===== config.mk =====
export PLATFORM = sky130hd
export DESIGN_NAME = serial_frame_builder_top
export DESIGN_NICKNAME = d
export VERILOG_FILES = /design/src/rtl/sfb_pkg.sv /design/src/rtl/serial_frame_builder_top.sv /design/src/rtl/sfb_front.sv /design/src/rtl/sfb_cmd_fifo.sv /design/src/rtl/sfb_back.sv
export VERILOG_INCLUDE_DIRS = /design/src /design/src/rtl
export SDC_FILE = /design/constraint.sdc
export NUM_CORES = 1
export LEC_CHECK = 0
export ABC_AREA = 1
export BUFFER_PORTS_ARGS = -buffer_cell sky130_fd_sc_hd__clkbuf_2
export CAP_MARGIN = 40
export CELL_PAD_IN_SITES_DETAIL_PLACEMENT = 1
export CELL_PAD_IN_SITES_GLOBAL_PLACEMENT = 1
export CORE_MARGIN = 1.5
export CORE_UTILIZATION = 39
export CTS_CLUSTER_DIAMETER = 80
export CTS_CLUSTER_SIZE = 28
export DETAILED_ROUTE_END_ITERATION = 10
export PLACE_DENSITY = 0.75
export RECOVER_POWER = 50
export SLEW_MARGIN = 40
export SYNTH_ARGS = -nofsm -noshare
export SYNTH_HDL_FRONTEND = slang
export SYNTH_SLANG_ARGS = --single-unit

===== constraint.sdc =====
create_clock -name i_clk -period 7.99 [get_ports i_clk]
set_clock_uncertainty 0.2 [all_clocks]
set_input_delay 2.397 -clock i_clk [delete_from_list [all_inputs] [get_ports i_clk]]
set_output_delay 2.397 -clock i_clk [all_outputs]
set_load 0.02 [all_outputs]

===== src/rtl/serial_frame_builder_top_defines.svh =====
// Assertion helpers shared by the frame builder RTL.
`ifndef SERIAL_FRAME_BUILDER_TOP_DEFINES_SVH
`define SERIAL_FRAME_BUILDER_TOP_DEFINES_SVH

// Consequent checked in the same cycle as the antecedent.
`define SFB_ASSERT_NOW(label, clk, rst_n, ante, cons, msg) \
    label: assert property (@(posedge clk) disable iff (!rst_n) (ante) |-> (cons)) \
        else $error(msg);

// Consequent checked in the cycle after the antecedent.
`define SFB_ASSERT_NEXT(label, clk, rst_n, ante, cons, msg) \
    label: assert property (@(posedge clk) disable iff (!rst_n) (ante) |=> (cons)) \
        else $error(msg);

`endif


===== src/rtl/sfb_pkg.sv =====
package sfb_pkg;

    localparam int LEN_W = 4;

    typedef enum logic [1:0] {
        MODE_NONE  = 2'd0,
        MODE_CRC   = 2'd1,
        MODE_SUM8  = 2'd2,
        MODE_SUM16 = 2'd3
    } t_mode;

    typedef enum logic [2:0] {
        CFG_HEADER_BYTES  = 3'd0,
        CFG_HEADER_LEN    = 3'd1,
        CFG_TRAILER_BYTES = 3'd2,
        CFG_TRAILER_LEN   = 3'd3,
        CFG_CHECK_MODE    = 3'd4
    } t_cfg_idx;

    localparam logic [63:0]      RST_HEADER_BYTES  = 64'h0000_0000_00AA_5500;
    localparam logic [LEN_W-1:0] RST_HEADER_LEN    = 4'd3;
    localparam logic [63:0]      RST_TRAILER_BYTES = 64'h0000_0000_00DD_CCBB;
    localparam logic [LEN_W-1:0] RST_TRAILER_LEN   = 4'd3;
    localparam logic [15:0]      CRC_POLY          = 16'h1021;

    typedef struct packed {
        logic [63:0]      header_bytes;
        logic [LEN_W-1:0] header_len;
        logic [63:0]      trailer_bytes;
        logic [LEN_W-1:0] trailer_len;
        t_mode            check_mode;
    } t_cfg;

    // One classified item handed from front to back.
    typedef struct packed {
        logic        first;
        logic [15:0] len;
        logic        has_byte;
        logic [7:0]  data;
        logic        last;
        logic        shrt;
    } t_cmd;

    function automatic logic [LEN_W-1:0] clamp_len(input logic [LEN_W-1:0] n,
                                                   input logic [LEN_W-1:0] lim);
        return (n > lim) ? lim : n;
    endfunction

    function automatic logic [15:0] check_next(input logic [15:0] acc,
                                               input logic [7:0] b,
                                               input t_mode mode);
        logic [15:0] a;
        logic [7:0]  d;
        a = acc;
        d = b;
        case (mode)
            MODE_CRC: begin
                for (int i = 0; i < 8; i++) begin
                    if (d[7] ^ a[15]) begin
                        a = {a[14:0], 1'b0} ^ CRC_POLY;
                    end else begin
                        a = {a[14:0], 1'b0};
                    end
                    d = {d[6:0], 1'b0};
                end
            end
            MODE_SUM8, MODE_SUM16: a = acc + {8'd0, b};
            default: a = acc;
        endcase
        return a;
    endfunction

endpackage


===== src/rtl/serial_frame_builder_top.sv =====
// Byte frame builder. Each accepted item carries one payload byte (or none), the
// declared frame length (used on a frame's first item) and a last mark. Output is
// header, 16-bit clipped length low byte first, payload, check (none, CRC-16 poly
// 0x1021 init 0, 8-bit sum or 16-bit sum, high byte first) and trailer. Items are
// taken one per cycle while the queue is not full into a QUEUE_DEPTH-entry
// command queue; the byte sequencer behind it sends one frame byte per cycle
// unless the output stalls. Sustained rate is set by the single-byte output
// register. On an idle block an item passes the queue and the command register
// before its first byte reaches the output register. Configuration is to be
// written by the user only while the block is idle; the block does not enforce it.
module serial_frame_builder_top
    import sfb_pkg::*;
#(
    parameter int MAX_HEAD_LEN = 8,
    parameter int MAX_FRAME    = 1024,
    parameter int QUEUE_DEPTH  = 4
) (
    input  logic        i_clk,
    input  logic        i_rst_n,
    input  logic        i_cfg_we,
    input  logic [2:0]  i_cfg_index,
    input  logic [63:0] i_cfg_data,
    input  logic [7:0]  i_payload_byte,
    input  logic        i_byte_valid,
    input  logic [15:0] i_frame_length,
    input  logic        i_end_of_frame,
    input  logic        i_in_valid,
    output logic        o_in_stall,
    output logic [7:0]  o_out_byte,
    output logic        o_frame_done,
    output logic        o_short_frame,
    output logic        o_out_valid,
    input  logic        i_out_stall
);

    t_cfg r_cfg;
    t_cmd push_cmd;
    t_cmd head_cmd;
    logic push;
    logic pop;
    logic full;
    logic head_valid;

    always_ff @(posedge i_clk) begin
        if (!i_rst_n) begin
            r_cfg.header_bytes  <= RST_HEADER_BYTES;
            r_cfg.header_len    <= RST_HEADER_LEN;
            r_cfg.trailer_bytes <= RST_TRAILER_BYTES;
            r_cfg.trailer_len   <= RST_TRAILER_LEN;
            r_cfg.check_mode    <= MODE_CRC;
        end else if (i_cfg_we) begin
            case (t_cfg_idx'(i_cfg_index))
                CFG_HEADER_BYTES:  r_cfg.header_bytes  <= i_cfg_data;
                CFG_HEADER_LEN:    r_cfg.header_len    <= i_cfg_data[LEN_W-1:0];
                CFG_TRAILER_BYTES: r_cfg.trailer_bytes <= i_cfg_data;
                CFG_TRAILER_LEN:   r_cfg.trailer_len   <= i_cfg_data[LEN_W-1:0];
                CFG_CHECK_MODE:    r_cfg.check_mode    <= t_mode'(i_cfg_data[1:0]);
                default: ;
            endcase
        end
    end

    assign o_in_stall = full;

    sfb_front #(
        .MAX_HEAD_LEN (MAX_HEAD_LEN),
        .MAX_FRAME    (MAX_FRAME)
    ) u_front (
        .i_clk          (i_clk),
        .i_rst_n        (i_rst_n),
        .i_payload_byte (i_payload_byte),
        .i_byte_valid   (i_byte_valid),
        .i_frame_length (i_frame_length),
        .i_end_of_frame (i_end_of_frame),
        .i_in_valid     (i_in_valid),
        .i_full         (full),
        .i_cfg          (r_cfg),
        .o_push         (push),
        .o_cmd          (push_cmd)
    );

    sfb_cmd_fifo #(
        .DEPTH (QUEUE_DEPTH)
    ) u_fifo (
        .i_clk   (i_clk),
        .i_rst_n (i_rst_n),
        .i_push  (push),
        .i_cmd   (push_cmd),
        .i_pop   (pop),
        .o_full  (full),
        .o_valid (head_valid),
        .o_head  (head_cmd)
    );

    sfb_back #(
        .MAX_HEAD_LEN (MAX_HEAD_LEN)
    ) u_back (
        .i_clk         (i_clk),
        .i_rst_n       (i_rst_n),
        .i_cfg         (r_cfg),
        .i_cmd_valid   (head_valid),
        .i_cmd         (head_cmd),
        .o_pop         (pop),
        .o_out_byte    (o_out_byte),
        .o_frame_done  (o_frame_done),
        .o_short_frame (o_short_frame),
        .o_out_valid   (o_out_valid),
        .i_out_stall   (i_out_stall)
    );

endmodule


===== src/rtl/sfb_front.sv =====
module sfb_front
    import sfb_pkg::*;
#(
    parameter int MAX_HEAD_LEN = 8,
    parameter int MAX_FRAME    = 1024
) (
    input  logic        i_clk,
    input  logic        i_rst_n,
    input  logic [7:0]  i_payload_byte,
    input  logic        i_byte_valid,
    input  logic [15:0] i_frame_length,
    input  logic        i_end_of_frame,
    input  logic        i_in_valid,
    input  logic        i_full,
    input  t_cfg        i_cfg,
    output logic        o_push,
    output t_cmd        o_cmd
);

    localparam logic [16:0] FRAME_SZ = 17'(MAX_FRAME);

    logic        r_in_frame;
    logic [15:0] r_taken;
    logic [15:0] r_held;

    logic [LEN_W-1:0] hl;
    logic [LEN_W-1:0] tl;
    logic [16:0]      room;
    logic [15:0]      clip_len;
    logic [15:0]      held;
    logic [15:0]      taken;
    logic             take;
    logic [15:0]      taken_nxt;
    logic             accept;

    always_comb begin
        hl        = clamp_len(i_cfg.header_len, LEN_W'(MAX_HEAD_LEN));
        tl        = clamp_len(i_cfg.trailer_len, LEN_W'(MAX_HEAD_LEN));
        room      = FRAME_SZ - 17'(hl) - 17'(tl) - 17'd2;
        clip_len  = ({1'b0, i_frame_length} > room) ? room[15:0] : i_frame_length;
        held      = r_in_frame ? r_held : clip_len;
        taken     = r_in_frame ? r_taken : 16'd0;
        take      = i_byte_valid && (taken < held);
        taken_nxt = taken + {15'd0, take};
        accept    = i_in_valid && !i_full;
    end

    assign o_push       = accept;
    assign o_cmd.first    = !r_in_frame;
    assign o_cmd.len      = held;
    assign o_cmd.has_byte = take;
    assign o_cmd.data     = i_payload_byte;
    assign o_cmd.last     = i_end_of_frame;
    assign o_cmd.shrt     = taken_nxt < held;

    always_ff @(posedge i_clk) begin
        if (!i_rst_n) begin
            r_in_frame <= 1'b0;
            r_taken    <= 16'd0;
            r_held     <= 16'd0;
        end else if (accept) begin
            if (i_end_of_frame) begin
                r_in_frame <= 1'b0;
                r_taken    <= 16'd0;
                r_held     <= 16'd0;
            end else begin
                r_in_frame <= 1'b1;
                r_taken    <= taken_nxt;
                r_held     <= held;
            end
        end
    end

endmodule


===== src/rtl/sfb_cmd_fifo.sv =====
`include "serial_frame_builder_top_defines.svh"

module sfb_cmd_fifo
    import sfb_pkg::*;
#(
    parameter int DEPTH = 4
) (
    input  logic i_clk,
    input  logic i_rst_n,
    input  logic i_push,
    input  t_cmd i_cmd,
    input  logic i_pop,
    output logic o_full,
    output logic o_valid,
    output t_cmd o_head
);

    localparam int PW = (DEPTH > 1) ? $clog2(DEPTH) : 1;
    localparam int CW = $clog2(DEPTH + 1);

    t_cmd          r_mem [DEPTH];
    logic [PW-1:0] r_wr;
    logic [PW-1:0] r_rd;
    logic [CW-1:0] r_count;

    assign o_full  = (r_count == CW'(DEPTH));
    assign o_valid = (r_count != '0);
    assign o_head  = r_mem[r_rd];

    function automatic logic [PW-1:0] wrap_inc(input logic [PW-1:0] p);
        return (p == PW'(DEPTH - 1)) ? '0 : p + 1'b1;
    endfunction

    always_ff @(posedge i_clk) begin
        if (i_push) begin
            r_mem[r_wr] <= i_cmd;
        end
    end

    always_ff @(posedge i_clk) begin
        if (!i_rst_n) begin
            r_wr    <= '0;
            r_rd    <= '0;
            r_count <= '0;
        end else begin
            if (i_push) begin
                r_wr <= wrap_inc(r_wr);
            end
            if (i_pop) begin
                r_rd <= wrap_inc(r_rd);
            end
            r_count <= r_count + CW'(i_push) - CW'(i_pop);
        end
    end

    `SFB_ASSERT_NOW(a_fifo_bound, i_clk, i_rst_n, 1'b1, r_count <= CW'(DEPTH), "queue overrun")
    `SFB_ASSERT_NOW(a_fifo_pop, i_clk, i_rst_n, i_pop, r_count != '0, "pop from empty queue")

endmodule


===== src/rtl/sfb_back.sv =====
`include "serial_frame_builder_top_defines.svh"

module sfb_back
    import sfb_pkg::*;
#(
    parameter int MAX_HEAD_LEN = 8
) (
    input  logic       i_clk,
    input  logic       i_rst_n,
    input  t_cfg       i_cfg,
    input  logic       i_cmd_valid,
    input  t_cmd       i_cmd,
    output logic       o_pop,
    output logic [7:0] o_out_byte,
    output logic       o_frame_done,
    output logic       o_short_frame,
    output logic       o_out_valid,
    input  logic       i_out_stall
);

    localparam int CW = (MAX_HEAD_LEN > 1) ? $clog2(MAX_HEAD_LEN) : 1;

    typedef enum logic [2:0] {
        P_HDR    = 3'd0,
        P_LEN_LO = 3'd1,
        P_LEN_HI = 3'd2,
        P_PAY    = 3'd3,
        P_CHK_HI = 3'd4,
        P_CHK_LO = 3'd5,
        P_TRL    = 3'd6
    } t_phase;

    logic          r_busy;
    t_cmd          r_cmd;
    t_phase        r_phase;
    logic [CW-1:0] r_cnt;
    logic [15:0]   r_acc;
    logic          r_out_valid;
    logic [7:0]    r_out_byte;
    logic          r_out_done;
    logic          r_out_short;

    logic          n_busy;
    t_cmd          n_cmd;
    t_phase        n_phase;
    logic [CW-1:0] n_cnt;
    logic [15:0]   n_acc;
    logic          n_out_valid;
    logic [7:0]    n_out_byte;
    logic          n_out_done;
    logic          n_out_short;

    logic [LEN_W-1:0] hl;
    logic [LEN_W-1:0] tl;
    logic [6:0]       en_cur;
    logic [6:0]       en_rest;
    logic [6:0]       en_new;
    logic             out_adv;
    logic             emit;
    logic             ph_end;
    logic             cmd_end;
    logic             load;
    logic             tracked;
    logic [7:0]       byte_sel;

    function automatic logic [6:0] phase_en(input t_cmd c, input t_mode m,
                                            input logic [LEN_W-1:0] h,
                                            input logic [LEN_W-1:0] t);
        logic [6:0] e;
        e           = '0;
        e[P_HDR]    = c.first && (h != '0);
        e[P_LEN_LO] = c.first;
        e[P_LEN_HI] = c.first;
        e[P_PAY]    = c.has_byte;
        e[P_CHK_HI] = c.last && ((m == MODE_CRC) || (m == MODE_SUM16));
        e[P_CHK_LO] = c.last && (m != MODE_NONE);
        e[P_TRL]    = c.last && (t != '0);
        return e;
    endfunction

    function automatic t_phase lowest(input logic [6:0] e);
        t_phase p;
        p = P_HDR;
        for (int i = 6; i >= 0; i--) begin
            if (e[i]) begin
                p = t_phase'(3'(i));
            end
        end
        return p;
    endfunction

    always_comb begin
        hl      = clamp_len(i_cfg.header_len, LEN_W'(MAX_HEAD_LEN));
        tl      = clamp_len(i_cfg.trailer_len, LEN_W'(MAX_HEAD_LEN));
        en_cur  = phase_en(r_cmd, i_cfg.check_mode, hl, tl);
        en_new  = phase_en(i_cmd, i_cfg.check_mode, hl, tl);
        en_rest = en_cur & ~((7'd2 << r_phase) - 7'd1);
        out_adv = !r_out_valid || !i_out_stall;
        emit    = r_busy && out_adv;

        case (r_phase)
            P_HDR:   ph_end = ((LEN_W'(r_cnt) + 1'b1) == hl);
            P_TRL:   ph_end = ((LEN_W'(r_cnt) + 1'b1) == tl);
            default: ph_end = 1'b1;
        endcase

        cmd_end = emit && ph_end && (en_rest == '0);
        load    = (!r_busy || cmd_end) && i_cmd_valid;

        tracked  = 1'b0;
        case (r_phase)
            P_HDR:    byte_sel = 8'(i_cfg.header_bytes >> {r_cnt, 3'b000});
            P_LEN_LO: begin byte_sel = r_cmd.len[7:0];  tracked = 1'b1; end
            P_LEN_HI: begin byte_sel = r_cmd.len[15:8]; tracked = 1'b1; end
            P_PAY:    begin byte_sel = r_cmd.data;      tracked = 1'b1; end
            P_CHK_HI: byte_sel = r_acc[15:8];
            P_CHK_LO: byte_sel = r_acc[7:0];
            P_TRL:    byte_sel = 8'(i_cfg.trailer_bytes >> {r_cnt, 3'b000});
            default:  byte_sel = 8'd0;
        endcase

        // output register
        n_out_valid = r_out_valid;
        n_out_byte  = r_out_byte;
        n_out_done  = r_out_done;
        n_out_short = r_out_short;
        if (emit) begin
            n_out_valid = 1'b1;
            n_out_byte  = byte_sel;
            n_out_done  = cmd_end && r_cmd.last;
            n_out_short = cmd_end && r_cmd.last && r_cmd.shrt;
        end else if (out_adv) begin
            n_out_valid = 1'b0;
        end

        // running check; cleared once a frame closes
        n_acc = r_acc;
        if (emit && tracked) begin
            n_acc = check_next(r_acc, byte_sel, i_cfg.check_mode);
        end
        if (cmd_end && r_cmd.last) begin
            n_acc = 16'd0;
        end
        if (load && (en_new == '0) && i_cmd.last) begin
            n_acc = 16'd0;
        end

        n_busy  = r_busy;
        n_cmd   = r_cmd;
        n_phase = r_phase;
        n_cnt   = r_cnt;
        if (load) begin
            n_busy  = (en_new != '0);
            n_cmd   = i_cmd;
            n_phase = lowest(en_new);
            n_cnt   = '0;
        end else if (cmd_end) begin
            n_busy = 1'b0;
        end else if (emit && !ph_end) begin
            n_cnt = r_cnt + 1'b1;
        end else if (emit) begin
            n_phase = lowest(en_rest);
            n_cnt   = '0;
        end
    end

    always_ff @(posedge i_clk) begin
        if (!i_rst_n) begin
            r_busy      <= 1'b0;
            r_phase     <= P_HDR;
            r_cnt       <= '0;
            r_acc       <= 16'd0;
            r_out_valid <= 1'b0;
        end else begin
            r_busy      <= n_busy;
            r_phase     <= n_phase;
            r_cnt       <= n_cnt;
            r_acc       <= n_acc;
            r_out_valid <= n_out_valid;
        end
        r_cmd       <= n_cmd;
        r_out_byte  <= n_out_byte;
        r_out_done  <= n_out_done;
        r_out_short <= n_out_short;
    end

    assign o_pop         = load;
    assign o_out_valid   = r_out_valid;
    assign o_out_byte    = r_out_byte;
    assign o_frame_done  = r_out_done;
    assign o_short_frame = r_out_short;

    `SFB_ASSERT_NOW(a_short_done, i_clk, i_rst_n, r_out_valid && r_out_short, r_out_done, "short flag without frame end")
    `SFB_ASSERT_NOW(a_tail_last, i_clk, i_rst_n, r_busy && (r_phase == P_CHK_HI || r_phase == P_CHK_LO || r_phase == P_TRL), r_cmd.last, "check or trailer on a non-final item")
    `SFB_ASSERT_NEXT(a_acc_clear, i_clk, i_rst_n, cmd_end && r_cmd.last, r_acc == 16'd0, "check not cleared after frame")

endmodule


==> results of run 1 <==
==> placed cells by master (no fill, tap or decap), types with 29 or more instances in the layout <==
master and instances:
sky130_fd_sc_hd__nand2_1 484, sky130_fd_sc_hd__nand3_1 151, sky130_fd_sc_hd__o21ai_0 204, sky130_fd_sc_hd__nor2_1 136, sky130_fd_sc_hd__dfxtp_1 200, sky130_fd_sc_hd__inv_1 273, sky130_fd_sc_hd__edfxtp_1 150, sky130_fd_sc_hd__buf_4 39
sky130_fd_sc_hd__ha_1 64, sky130_fd_sc_hd__a21oi_1 190, sky130_fd_sc_hd__clkbuf_1 35, sky130_fd_sc_hd__clkbuf_2 88, sky130_fd_sc_hd__o211ai_1 41, sky130_fd_sc_hd__o22ai_1 29
==> sequential cells by signal, indices dropped and copies added, names as in the netlist, 2 cells and up, named ones only <==
name               cells
u_fifo.r_count         3
u_fifo.r_rd            2
u_front.r_held        16
u_front.r_taken       16
u_back.r_cmd          26
u_back.o_out_byte      8
u_back.r_phase         3
u_fifo.r_mem         112
u_back.r_cnt           3
u_back.r_acc          16
u_back.en_cur          2
r_cfg                138
u_fifo.r_wr            2
==> worst min path at each step <==
stage	startpoint	to	slack [ns]	cells past startpoint
after floorplan	r_cfg[6]$_SDFFE_PN1P_	r_cfg[6]$_SDFFE_PN1P_	0.22	2
after global placement	r_cfg[6]$_SDFFE_PN1P_	r_cfg[6]$_SDFFE_PN1P_	0.23	2
final	r_cfg[129]$_SDFFE_PN0P_	r_cfg[129]$_SDFFE_PN0P_	0.26	2
after CTS	r_cfg[44]$_SDFFE_PN0P_	r_cfg[44]$_SDFFE_PN0P_	0.26	2
after global routing	r_cfg[57]$_SDFFE_PN0P_	r_cfg[57]$_SDFFE_PN0P_	0.28	2
after detailed placement	r_cfg[57]$_SDFFE_PN0P_	r_cfg[57]$_SDFFE_PN0P_	0.25	2
==> layer usage <==
metal  share of wire  routed length [microns]  up-vias  global-route usage
met4           0.036                     1990        0              0.0859
met1            0.44                    23900     7711               0.290
met3           0.030                     1650       94              0.0249
li1                -                        -     7541                   -
met2            0.50                    27400      270               0.406
met5               0                        0        -                   0
==> power breakdown <==
part / switching, W / internal (W) / total (W)
Sequential: 0.000148 / 0.00222 / 0.00237
Clock: 0.000743 / 0.000624 / 0.00137
Combinational: 0.00152 / 0.000641 / 0.00216
Total: 0.00241 / 0.00349 / 0.00590
==> Yosys cell counts, types with 5 or more instances <==
library cell	instances
sky130_fd_sc_hd__clkbuf_1	85
sky130_fd_sc_hd__nand3_1	156
sky130_fd_sc_hd__buf_1	5
sky130_fd_sc_hd__and2_1	8
sky130_fd_sc_hd__nand2_1	487
sky130_fd_sc_hd__dfxtp_1	204
sky130_fd_sc_hd__ha_1	74
sky130_fd_sc_hd__xor2_1	29
sky130_fd_sc_hd__nand2_2	8
sky130_fd_sc_hd__nand4_1	6
sky130_fd_sc_hd__nor3_1	13
sky130_fd_sc_hd__xnor2_1	6
sky130_fd_sc_hd__nor2_1	141
sky130_fd_sc_hd__a211oi_1	11
sky130_fd_sc_hd__o21ai_1	9
sky130_fd_sc_hd__edfxtp_1	150
sky130_fd_sc_hd__a21oi_1	194
sky130_fd_sc_hd__buf_2	9
sky130_fd_sc_hd__inv_1	282
sky130_fd_sc_hd__o22ai_1	29
sky130_fd_sc_hd__o21ai_0	210
sky130_fd_sc_hd__buf_6	11
sky130_fd_sc_hd__o211ai_1	41
==> stage by stage <==
stage          hold WS, ns  instances  setup slack (ns)  setup TNS (ns)  cell area, sq um
6_report             0.259       2929             0.325               0             20200
2_1_floorplan        0.224       2231             0.388               0             17900
3_5_place_dp         0.246       2862           -0.0904          -0.361             19000
3_3_place_gp         0.235       2861             0.148               0             19000
5_1_grt              0.275       2929            -0.184          -0.734             20200
4_1_cts              0.259       2907           0.00826               0             19900
==> final cells by class <==
class | instances | area (sq um)
Fill cell | 5510 | 25200
Sequential cell | 354 | 8600
Timing Repair Buffer | 165 | 930
Clock inverter | 17 | 208
Tap cell | 600 | 751
Multi-Input combinational cell | 1479 | 8020
Inverter | 286 | 1080
Clock buffer | 28 | 637
==> worst max-delay path, delay by kind of cell (launching register included) <==
kind / cells / cell delay [ns]
AOI/OAI and AO/OA: 8 / 1.20
and+or+nand+nor: 21 / 2.41
adders and majority gates: 9 / 2.11
xor gates and xnor gates: 2 / 0.50
DFF: 1 / 0.34
buffers and inverters: 9 / 0.66
==> cell families after synthesis <==
group,synth area share
other,0.000209
buffers and inverters,0.0888
AOI/OAI and AO/OA,0.158
xor gates and xnor gates,0.0232
adders and majority gates,0.0550
and+or+nand+nor,0.195
DFF,0.479
==> repair_timing <==
item	in CTS	in global routing
pin swaps	1	40
gates resized for setup	2	70
gates cloned	0	0
buffers inserted	0	21
endpoints found under the setup margin	4	4
==> parameters.txt, run 1 <==
Parameter                              Value

Final layout
  Fraction of layout cells with a size suffix above 1    0.110
  Final Util    0.445
  Ant. Diodes    0
  Layout area overhead    12.8%
  Layout Nets    2486

Timing
  Fin. max-slew vios    364
  Share of the clock period used by the worst path    0.959
  Transition time at the pin with the least slew margin    3.11 ns
  Slew headroom    -1.07
  Final critical-path required period    7.66 ns
  Max Clk Rate    130 MHz
  Count of endpoints failing hold in the final timing report    0
  Endpoints failing setup    0

Synthesis
  Most used flip-flop cell after synthesis    sky130_fd_sc_hd__dfxtp_1
  Yosys top cell by area    sky130_fd_sc_hd__edfxtp_1
  Flop and latch count out of synthesis    354
  Synthesis Warnings    0
  Count of flip-flops with a built-in enable after synthesis    150
  Area fraction of the dominant cell type after synthesis    0.251
  Post-Synthesis Cell Area    17900 sq um
  Post-synth ARST share    0
  Average instance area after synthesis    8.05 sq um
  Biggest area contributors in the synthesized netlist    sky130_fd_sc_hd__edfxtp_1, sky130_fd_sc_hd__dfxtp_1, sky130_fd_sc_hd__nand2_1
  Post-synthesis instance total    2227
  Distinct cell type count of the synthesized netlist    54
  Proportion of synthesized chip area in sequential cells    0.479

Die
  Floorplan die area    47300 sq um
  Number of top-level pins    110
  Horizontal die dimension    217 microns
  Cell row count    78
  Vertical die dimension    217 microns
  Starting Density    0.395
  Core footprint    45400 sq um

Worst setup path
  Register-to-register path setup slack    0.33 ns
  FF-to-FF path depth    49
  Critical-path maximum fanout    8
  Data required time at the worst endpoint    8.13 ns
  Element type at the critical path start    flop
  Max stage delay cell, worst path    sky130_fd_sc_hd__dfxtp_2
  CP startpoint    r_cfg[73]$_SDFFE_PN0P_
  Critical path class    reg2reg
  Reg-to-reg startpoint    r_cfg[73]$_SDFFE_PN0P_
  Critical path capture point type    flop
  Cell mode on critical path    sky130_fd_sc_hd__nand2_1
  Crit path capture    u_fifo.r_mem[1][0]$_DFFE_PP_
  Worst reg2reg endpoint    u_fifo.r_mem[1][0]$_DFFE_PP_
  Largest incremental delay on the critical path    0.34 ns
  Critical path data arrival time    7.80 ns

Routing
  Post-detailed-route count of antenna-violating nets    0
  Final wirelength    54900 microns
  Via-per-instance ratio    5.33
  Post-route DRC    0
  Initial DRC Count    898
  Detailed-route via count    15600
  Number of optimization iterations in the first detailed-route pass    5
  Mean routed wirelength per cell    18.8 microns

CTS
  Clock transition at the register clock pins on the worst setup and hold paths after CTS    0.09 ns
  CTS tree    yes
  Number of clock sinks    354
  Clk Tree Root Cell    sky130_fd_sc_hd__clkbuf_16
  Num CTS Buffers    25
  Maximum buffer depth of the clock tree    3
  Cts-stage hold buffer count    0
  Later-pin clock latency in the skew report    0.59 ns
  Maximum level of the CTS H-tree    1

Min path
  Worst hold-check path type    reg2reg

Power
  Final Power    0.00590 W
  Maximum resistive drop on vdd    167 uV
  Cell Pwr Density    292 nW/um^2
  Leakage Power    8.59 nW

Placed design
  Final HPWL DP    38300 microns
  Number of port buffers    109
  Final estimated routing congestion in global placement    0.887

Global route
  Maximum number of pins on one net before global-route repair    91
  Grt total ovfl    0
  Initial antenna violation count    0
  Global-route wire length before repair    86600 microns
  Number of global-route vias before repair    16300
  Overall routing resource usage    0.230

Status
  Run status    finished, violations left
  Failing checks    capacitance limit, slew limit

Job
  Max-cap violations    8
No activity file was read; power rests on OpenSTA's default activity.
==> run 2, diff against run 1 <==
- PLACE_DENSITY: 0.75 -> 0.73
- RECOVER_POWER: 50 -> not set
- SKIP_CTS_REPAIR_TIMING: not set -> 1
- clock period: 7.99 -> 8.75 ns (I/O delays scaled with it)
==> parameters.txt, run 2 (synthesis gave the netlist of run 1 again) <==
Parameter                              Value

CTS
  Clk Tree Root Cell    sky130_fd_sc_hd__clkbuf_16
  Later-pin clock latency in the skew report    0.57 ns (-0.02 ns)
  Num CTS Buffers    22 (-12%)
  Maximum level of the CTS H-tree    1 (unchanged)
  Clock transition at the register clock pins on the worst setup and hold paths after CTS    0.10 ns (about the same)
  CTS tree    yes
  Number of clock sinks    354 (unchanged)
  Maximum buffer depth of the clock tree    3 (unchanged)

Placed design
  Number of port buffers    109 (unchanged)
  Final estimated routing congestion in global placement    0.873 (-1.5%)
  Number of cells after detailed placement    2859 (-0.10%)
  Minimum setup slack after placement    0.237 ns (+0.328 ns)
  Final HPWL DP    37800 microns (-1.2%)

Timing
  Final critical-path required period    8.09 ns (+0.425 ns)
  Slew headroom    0.467 (+1.54)
  Fin. max-slew vios    0 (-100%)
  Count of endpoints failing hold in the final timing report    0 (unchanged)
  Worst setup slack after layout    0.660 ns (+0.335 ns)
  Endpoints failing setup    0 (unchanged)
  Transition time at the pin with the least slew margin    0.800 ns (-2.31 ns)
  Max Clk Rate    124 MHz (-5.3%)
  Share of the clock period used by the worst path    0.925 (-0.0347)

Worst setup path
  Critical path class    reg2reg
  FF-to-FF path depth    49 (unchanged)
  Register-to-register path setup slack    0.66 ns (+0.34 ns)
  Max stage delay cell, worst path    sky130_fd_sc_hd__fa_1
  Critical-path maximum fanout    7 (-1)
  Reg-to-reg startpoint    r_cfg[73]$_SDFFE_PN0P_
  Element type at the critical path start    flop
  Data required time at the worst endpoint    8.85 ns (+0.72 ns)
  Largest incremental delay on the critical path    0.41 ns (+0.07 ns)
  Kind of cell adding the most delay to the critical path    simple AND/OR/NAND/NOR gates
  Worst path buffer plus inverter count    9 (unchanged)
  Worst reg2reg endpoint    u_fifo.r_mem[2][0]$_DFFE_PP_
  Critical path data arrival time    8.19 ns (+0.39 ns)
  Cell mode on critical path    sky130_fd_sc_hd__nand2_1
  Critical path capture point type    flop

Power
  Proportion of power drawn by flip-flops and latches    0.406 (+0.004)
  Clock network fraction of total power    0.229 (-0.003)
  Combinational share of power    0.366 (about the same)
  Net Sw Power    0.00217 W (-10%)
  Maximum resistive drop on vdd    159 uV (-4.7%)
  Leakage Power    8.56 nW (-0.31%)
  Internal Dissipation    0.00317 W (-9.1%)
  Switching portion of total power    0.407 (-0.00247)
  Cell Pwr Density    268 nW/um^2 (-8.3%)

Routing
  Detailed-route via count    15400 (-1.7%)
  Number of optimization iterations in the first detailed-route pass    5 (unchanged)
  Post-route DRC    0 (unchanged)
  Initial DRC Count    779 (-13%)
  Via-per-instance ratio    5.28 (-0.91%)
  Mean routed wirelength per cell    18.5 microns (-1.5%)
  Post-detailed-route count of antenna-violating nets    0 (unchanged)
  Final wirelength    53700 microns (-2.2%)

Min path
  Worst hold-check path type    reg2reg
  Worst Hold Launch    r_cfg[134]$_SDFFE_PN0P_
  Terminating pin of the worst hold path    r_cfg[134]$_SDFFE_PN0P_
  Count of cells along the worst hold path    2 (unchanged)

Final layout
  Commonest cells after routing, fill and taps aside    sky130_fd_sc_hd__nand2_1, sky130_fd_sc_hd__inv_1, sky130_fd_sc_hd__o21ai_0
  Layout Nets    2465 (-0.84%)
  Final Instance Count excl. Fillers    2907 (-0.75%)
  Largest registers in the final layout    r_cfg x138, u_fifo.r_mem x112, u_back.r_cmd x26
  Commonest non-fill, non-tap cell in the layout    sky130_fd_sc_hd__nand2_1
  Fraction of layout cells with a size suffix above 1    0.102 (-0.00801)
  Max reg flops    138 (unchanged)
  Filler cell count    5547 (+0.67%)
  Layout area overhead    11.3%
  Register bank with the most flops    r_cfg

Global route
  Global-route wire length before repair    84700 microns (-2.2%)
  Number of global-route vias before repair    15900 (-2.0%)
  Grt total ovfl    0 (unchanged)
  Overall routing resource usage    0.226 (-0.00455)
  Maximum number of pins on one net before global-route repair    87 (-4.4%)
  Initial antenna violation count    1 (+1)

Die
  Cell row count    78 (unchanged)
  Floorplan die area    47300 sq um (unchanged)
  Core footprint    45400 sq um (unchanged)
  Vertical die dimension    217 microns (unchanged)
  Horizontal die dimension    217 microns (unchanged)
  Starting Density    0.395 (unchanged)
  Number of top-level pins    110 (unchanged)

Status
  Run status    finished, final reports clean

Job
  Max-cap violations    0 (-8)
[run 2: power by group through the flow]
stage	logic [W]	clock network [W]	registers, W
final	0.00195	0.00122	0.00217
after global routing	0.00218	0.00130	0.00219
after CTS	0.00195	0.00125	0.00217
after detailed placement	0.00193	0	0.00220
after global placement	0.00186	0	0.00219
after floorplan	0.00131	0	0.00217
[run 2: worst max path at each step]
stage | from | to | cells after the start
2_1_floorplan | i_frame_length[12] | u_fifo.r_mem[0][0]$_DFFE_PP_ | 34
3_3_place_gp | i_frame_length[12] | u_fifo.r_mem[2][0]$_DFFE_PP_ | 33
3_5_place_dp | i_frame_length[12] | u_fifo.r_mem[3][0]$_DFFE_PP_ | 33
4_1_cts | r_cfg[73]$_SDFFE_PN0P_ | u_fifo.r_mem[2][0]$_DFFE_PP_ | 45
5_1_grt | r_cfg[73]$_SDFFE_PN0P_ | u_fifo.r_mem[0][0]$_DFFE_PP_ | 47
6_report | r_cfg[73]$_SDFFE_PN0P_ | u_fifo.r_mem[2][0]$_DFFE_PP_ | 49
[run 2: through the flow]
step / setup TNS [ns] / power [W] / utilization / hold WS [ns] / instance area, sq um
after global placement: 0 / 0.00405 / 0.418 / 0.238 / 19000
after CTS: 0 / 0.00537 / 0.437 / 0.261 / 19800
after detailed placement: 0 / 0.00414 / 0.419 / 0.244 / 19000
after floorplan: 0 / 0.00348 / - / 0.224 / 17900
after global routing: -0.207 / 0.00567 / 0.440 / 0.280 / 19900
final: 0 / 0.00534 / 0.440 / 0.260 / 19900
[run 2: layout make-up]
type                    instances  area, sq um  area share
flip-flops and latches        354         8590       0.431
multi-input cells            1479         7840       0.393
inverters                     286         1080      0.0541
repair buffers                146          866      0.0434
well taps                     600          751      0.0376
clock buffers                  26          597      0.0299
clock inverters                14          218      0.0109
repair inverters                1         7.51    0.000376
diodes                          1         2.50    0.000125
[run 2: worst reg2reg max path: cells and delay by family (launching register included)]
| family | cells | cell delay, ns |
|---|---|---|
| AOI/OAI and AO/OA | 6 | 1.12 |
| xor gates and xnor gates | 1 | 0.17 |
| adders and majority gates | 9 | 2.41 |
| buffers and inverters | 9 | 0.86 |
| DFF | 1 | 0.38 |
| and+or+nand+nor | 24 | 2.69 |
[run 2: layer usage]
metal / track usage / wire (microns)
met1: 0.277 / 23700
met2: 0.404 / 26300
met3: 0.0214 / 1460
met4: 0.0954 / 2290
met5: 0.00104 / 0
==> run 3, diff against run 2 <==
- BUFFER_PORTS_ARGS: -buffer_cell sky130_fd_sc_hd__clkbuf_2 -> -buffer_cell sky130_fd_sc_hd__buf_2
- CORE_UTILIZATION: 39 -> 40
- PLACE_DENSITY: 0.73 -> 0.74
==> parameters.txt, run 3 (synthesis gave the netlist of run 1 again) <==
Parameter                              Value

Timing
  Transition time at the pin with the least slew margin    0.841 ns (+0.0415 ns)
  Fin. max-slew vios    0 (unchanged)
  Max Clk Rate    122 MHz (-1.1%)
  Endpoints failing setup    0 (unchanged)
  Slew headroom    0.439 (-0.0276)
  Final critical-path required period    8.18 ns (+0.0882 ns)
  Share of the clock period used by the worst path    0.935 (+0.0101)
  Count of endpoints failing hold in the final timing report    0 (unchanged)
  Post-route setup TNS    0 ns (unchanged)

Die
  Cell row count    77 (-1.3%)
  Core footprint    44200 sq um (-2.6%)
  Floorplan die area    46100 sq um (-2.5%)
  Starting Density    0.405 (+0.0104)
  Horizontal die dimension    215 microns (-1.2%)
  Vertical die dimension    215 microns (-1.2%)
  Number of top-level pins    110 (unchanged)

Routing
  Post-route DRC    0 (unchanged)
  Final wirelength    52800 microns (-1.7%)
  Number of optimization iterations in the first detailed-route pass    7 (+2)
  Post-detailed-route count of antenna-violating nets    0 (unchanged)
  Initial DRC Count    734 (-5.8%)
  Via-per-instance ratio    5.32 (+0.78%)
  Detailed-route via count    15400 (+0.44%)
  Mean routed wirelength per cell    18.2 microns (-1.3%)

Power
  Cell Pwr Density    267 nW/um^2 (-0.32%)
  Maximum resistive drop on vdd    147 uV (-7.7%)
  Leakage Power    8.49 nW (-0.77%)

Final layout
  Max reg flops    138 (unchanged)
  Final Instance Count excl. Fillers    2897 (-0.34%)
  Fraction of layout cells with a size suffix above 1    0.0999 (-0.00204)
  Register bank with the most flops    r_cfg
  Largest registers in the final layout    r_cfg x138, u_fifo.r_mem x112, u_back.r_cmd x26
  Finished Cell Area    19800 sq um (-0.56%)
  Commonest cells after routing, fill and taps aside    sky130_fd_sc_hd__nand2_1, sky130_fd_sc_hd__inv_1, sky130_fd_sc_hd__o21ai_0
  Layout Nets    2462 (-0.12%)
  Commonest non-fill, non-tap cell in the layout    sky130_fd_sc_hd__nand2_1
  Layout area overhead    10.6%
  Filler cell count    5356 (-3.4%)
  Final Util    0.449 (+0.00898)

Worst setup path
  Critical path capture point type    flop
  Cell mode on critical path    sky130_fd_sc_hd__ha_1
  FF-to-FF path depth    43 (-12%)
  Total number of cells along the worst setup path    43 (-12%)
  Element type at the critical path start    flop
  Crit path capture    u_fifo.r_mem[2][0]$_DFFE_PP_
  Critical path data arrival time    8.28 ns (+0.09 ns)
  Reg-to-reg startpoint    r_cfg[73]$_SDFFE_PN0P_
  Kind of cell adding the most delay to the critical path    simple AND/OR/NAND/NOR gates
  Critical-path maximum fanout    11 (+4)
  Worst reg2reg endpoint    u_fifo.r_mem[2][0]$_DFFE_PP_
  Worst path buffer plus inverter count    5 (-4)
  Largest incremental delay on the critical path    0.38 ns (-0.03 ns)
  Register-to-register path setup slack    0.57 ns (-0.09 ns)
  Max stage delay cell, worst path    sky130_fd_sc_hd__dfxtp_1
  Critical path class    reg2reg
  CP startpoint    r_cfg[73]$_SDFFE_PN0P_
  Data required time at the worst endpoint    8.85 ns (about the same)

CTS
  Clk Tree Root Cell    sky130_fd_sc_hd__clkbuf_16
  Maximum buffer depth of the clock tree    3 (unchanged)
  Later-pin clock latency in the skew report    0.57 ns (about the same)
  CTS tree    yes
  Clock transition at the register clock pins on the worst setup and hold paths after CTS    0.09 ns (about the same)
  Maximum level of the CTS H-tree    1 (unchanged)
  Number of clock sinks    354 (unchanged)
  Num CTS Buffers    23 (+4.5%)

Global route
  Global-route wire length before repair    84400 microns (-0.42%)
  Grt total ovfl    0 (unchanged)
  Initial antenna violation count    3 (+2)
  Overall routing resource usage    0.227 (+0.00155)
  Maximum number of pins on one net before global-route repair    93 (+6.9%)
  Number of global-route vias before repair    15800 (-0.68%)

Job
  Max-cap violations    0 (unchanged)

Min path
  Worst hold-check path type    reg2reg
  Count of cells along the worst hold path    2 (unchanged)

Placed design
  Number of cells after detailed placement    2852 (-0.24%)
  Final estimated routing congestion in global placement    0.866 (-0.81%)
  Number of port buffers    109 (unchanged)
  DP Area    19000 sq um (about the same)
  Final HPWL DP    37500 microns (-0.87%)

Status
  Run status    finished, final reports clean
[run 3: changes by cell type in the layout (fill, tap and decap cells not counted), moves of 3 or more]
| cell | before | now |
|---|---|---|
| sky130_fd_sc_hd__clkbuf_2 | 108 | 0 |
| sky130_fd_sc_hd__buf_4 | 35 | 31 |
| sky130_fd_sc_hd__clkinv_8 | 5 | 2 |
| sky130_fd_sc_hd__inv_8 | 1 | 4 |
| sky130_fd_sc_hd__buf_2 | 0 | 108 |
[run 3: layer usage]
layer	share of wire	vias to the layer above	global-route usage	wire, microns
met1	0.44	7558	0.282	23000
met3	0.033	105	0.0253	1740
met2	0.49	260	0.401	25900
li1	-	7500	-	-
met4	0.041	2	0.0939	2160
met5	0.00026	-	0	14
[run 3: area by class of cell]
class / count / area (sq um) / area share
Antenna cell: 2 / 5.00 / 0.000252
Clock buffer: 25 / 604 / 0.0305
Clock inverter: 16 / 181 / 0.00915
Inverter: 286 / 1080 / 0.0543
Multi-Input combinational cell: 1479 / 7820 / 0.394
Sequential cell: 354 / 8590 / 0.433
Tap cell: 592 / 741 / 0.0373
Timing Repair Buffer: 142 / 811 / 0.0409
Timing Repair inverter: 1 / 7.51 / 0.000378
[run 3: stage by stage]
step	hold WS, ns	power [W]	setup slack [ns]
floorplan	0.224	0.00348	0.920
global placement	0.238	0.00405	0.522
detailed placement	0.248	0.00413	0.329
CTS	0.260	0.00534	0.230
global route	0.284	0.00564	-0.0253
finish	0.258	0.00529	0.572
[run 3: worst min path at each step]
stage | from | end | slack [ns]
after floorplan | r_cfg[6]$_SDFFE_PN1P_ | r_cfg[6]$_SDFFE_PN1P_ | 0.22
after detailed placement | r_cfg[110]$_SDFFE_PN0P_ | r_cfg[110]$_SDFFE_PN0P_ | 0.25
after CTS | r_cfg[110]$_SDFFE_PN0P_ | r_cfg[110]$_SDFFE_PN0P_ | 0.26
final | r_cfg[117]$_SDFFE_PN0P_ | r_cfg[117]$_SDFFE_PN0P_ | 0.26
after global routing | r_cfg[90]$_SDFFE_PN0P_ | r_cfg[90]$_SDFFE_PN0P_ | 0.28
after global placement | r_cfg[114]$_SDFFE_PN0P_ | r_cfg[114]$_SDFFE_PN0P_ | 0.24
[run 3: report_power, final]
group / leakage [nW] / switching, W / internal [W]
Combinational: 5.07 / 0.00136 / 0.000578
Sequential: 3.05 / 0.000134 / 0.00202
Clock: 0.381 / 0.000654 / 0.000539
Total: 8.49 / 0.00215 / 0.00314
[run 3: worst min-delay path: stages (launching register included)]
cell and delay (ns):
sky130_fd_sc_hd__dfxtp_1 0.31, sky130_fd_sc_hd__inv_1 0.06, sky130_fd_sc_hd__a21oi_1 0.05
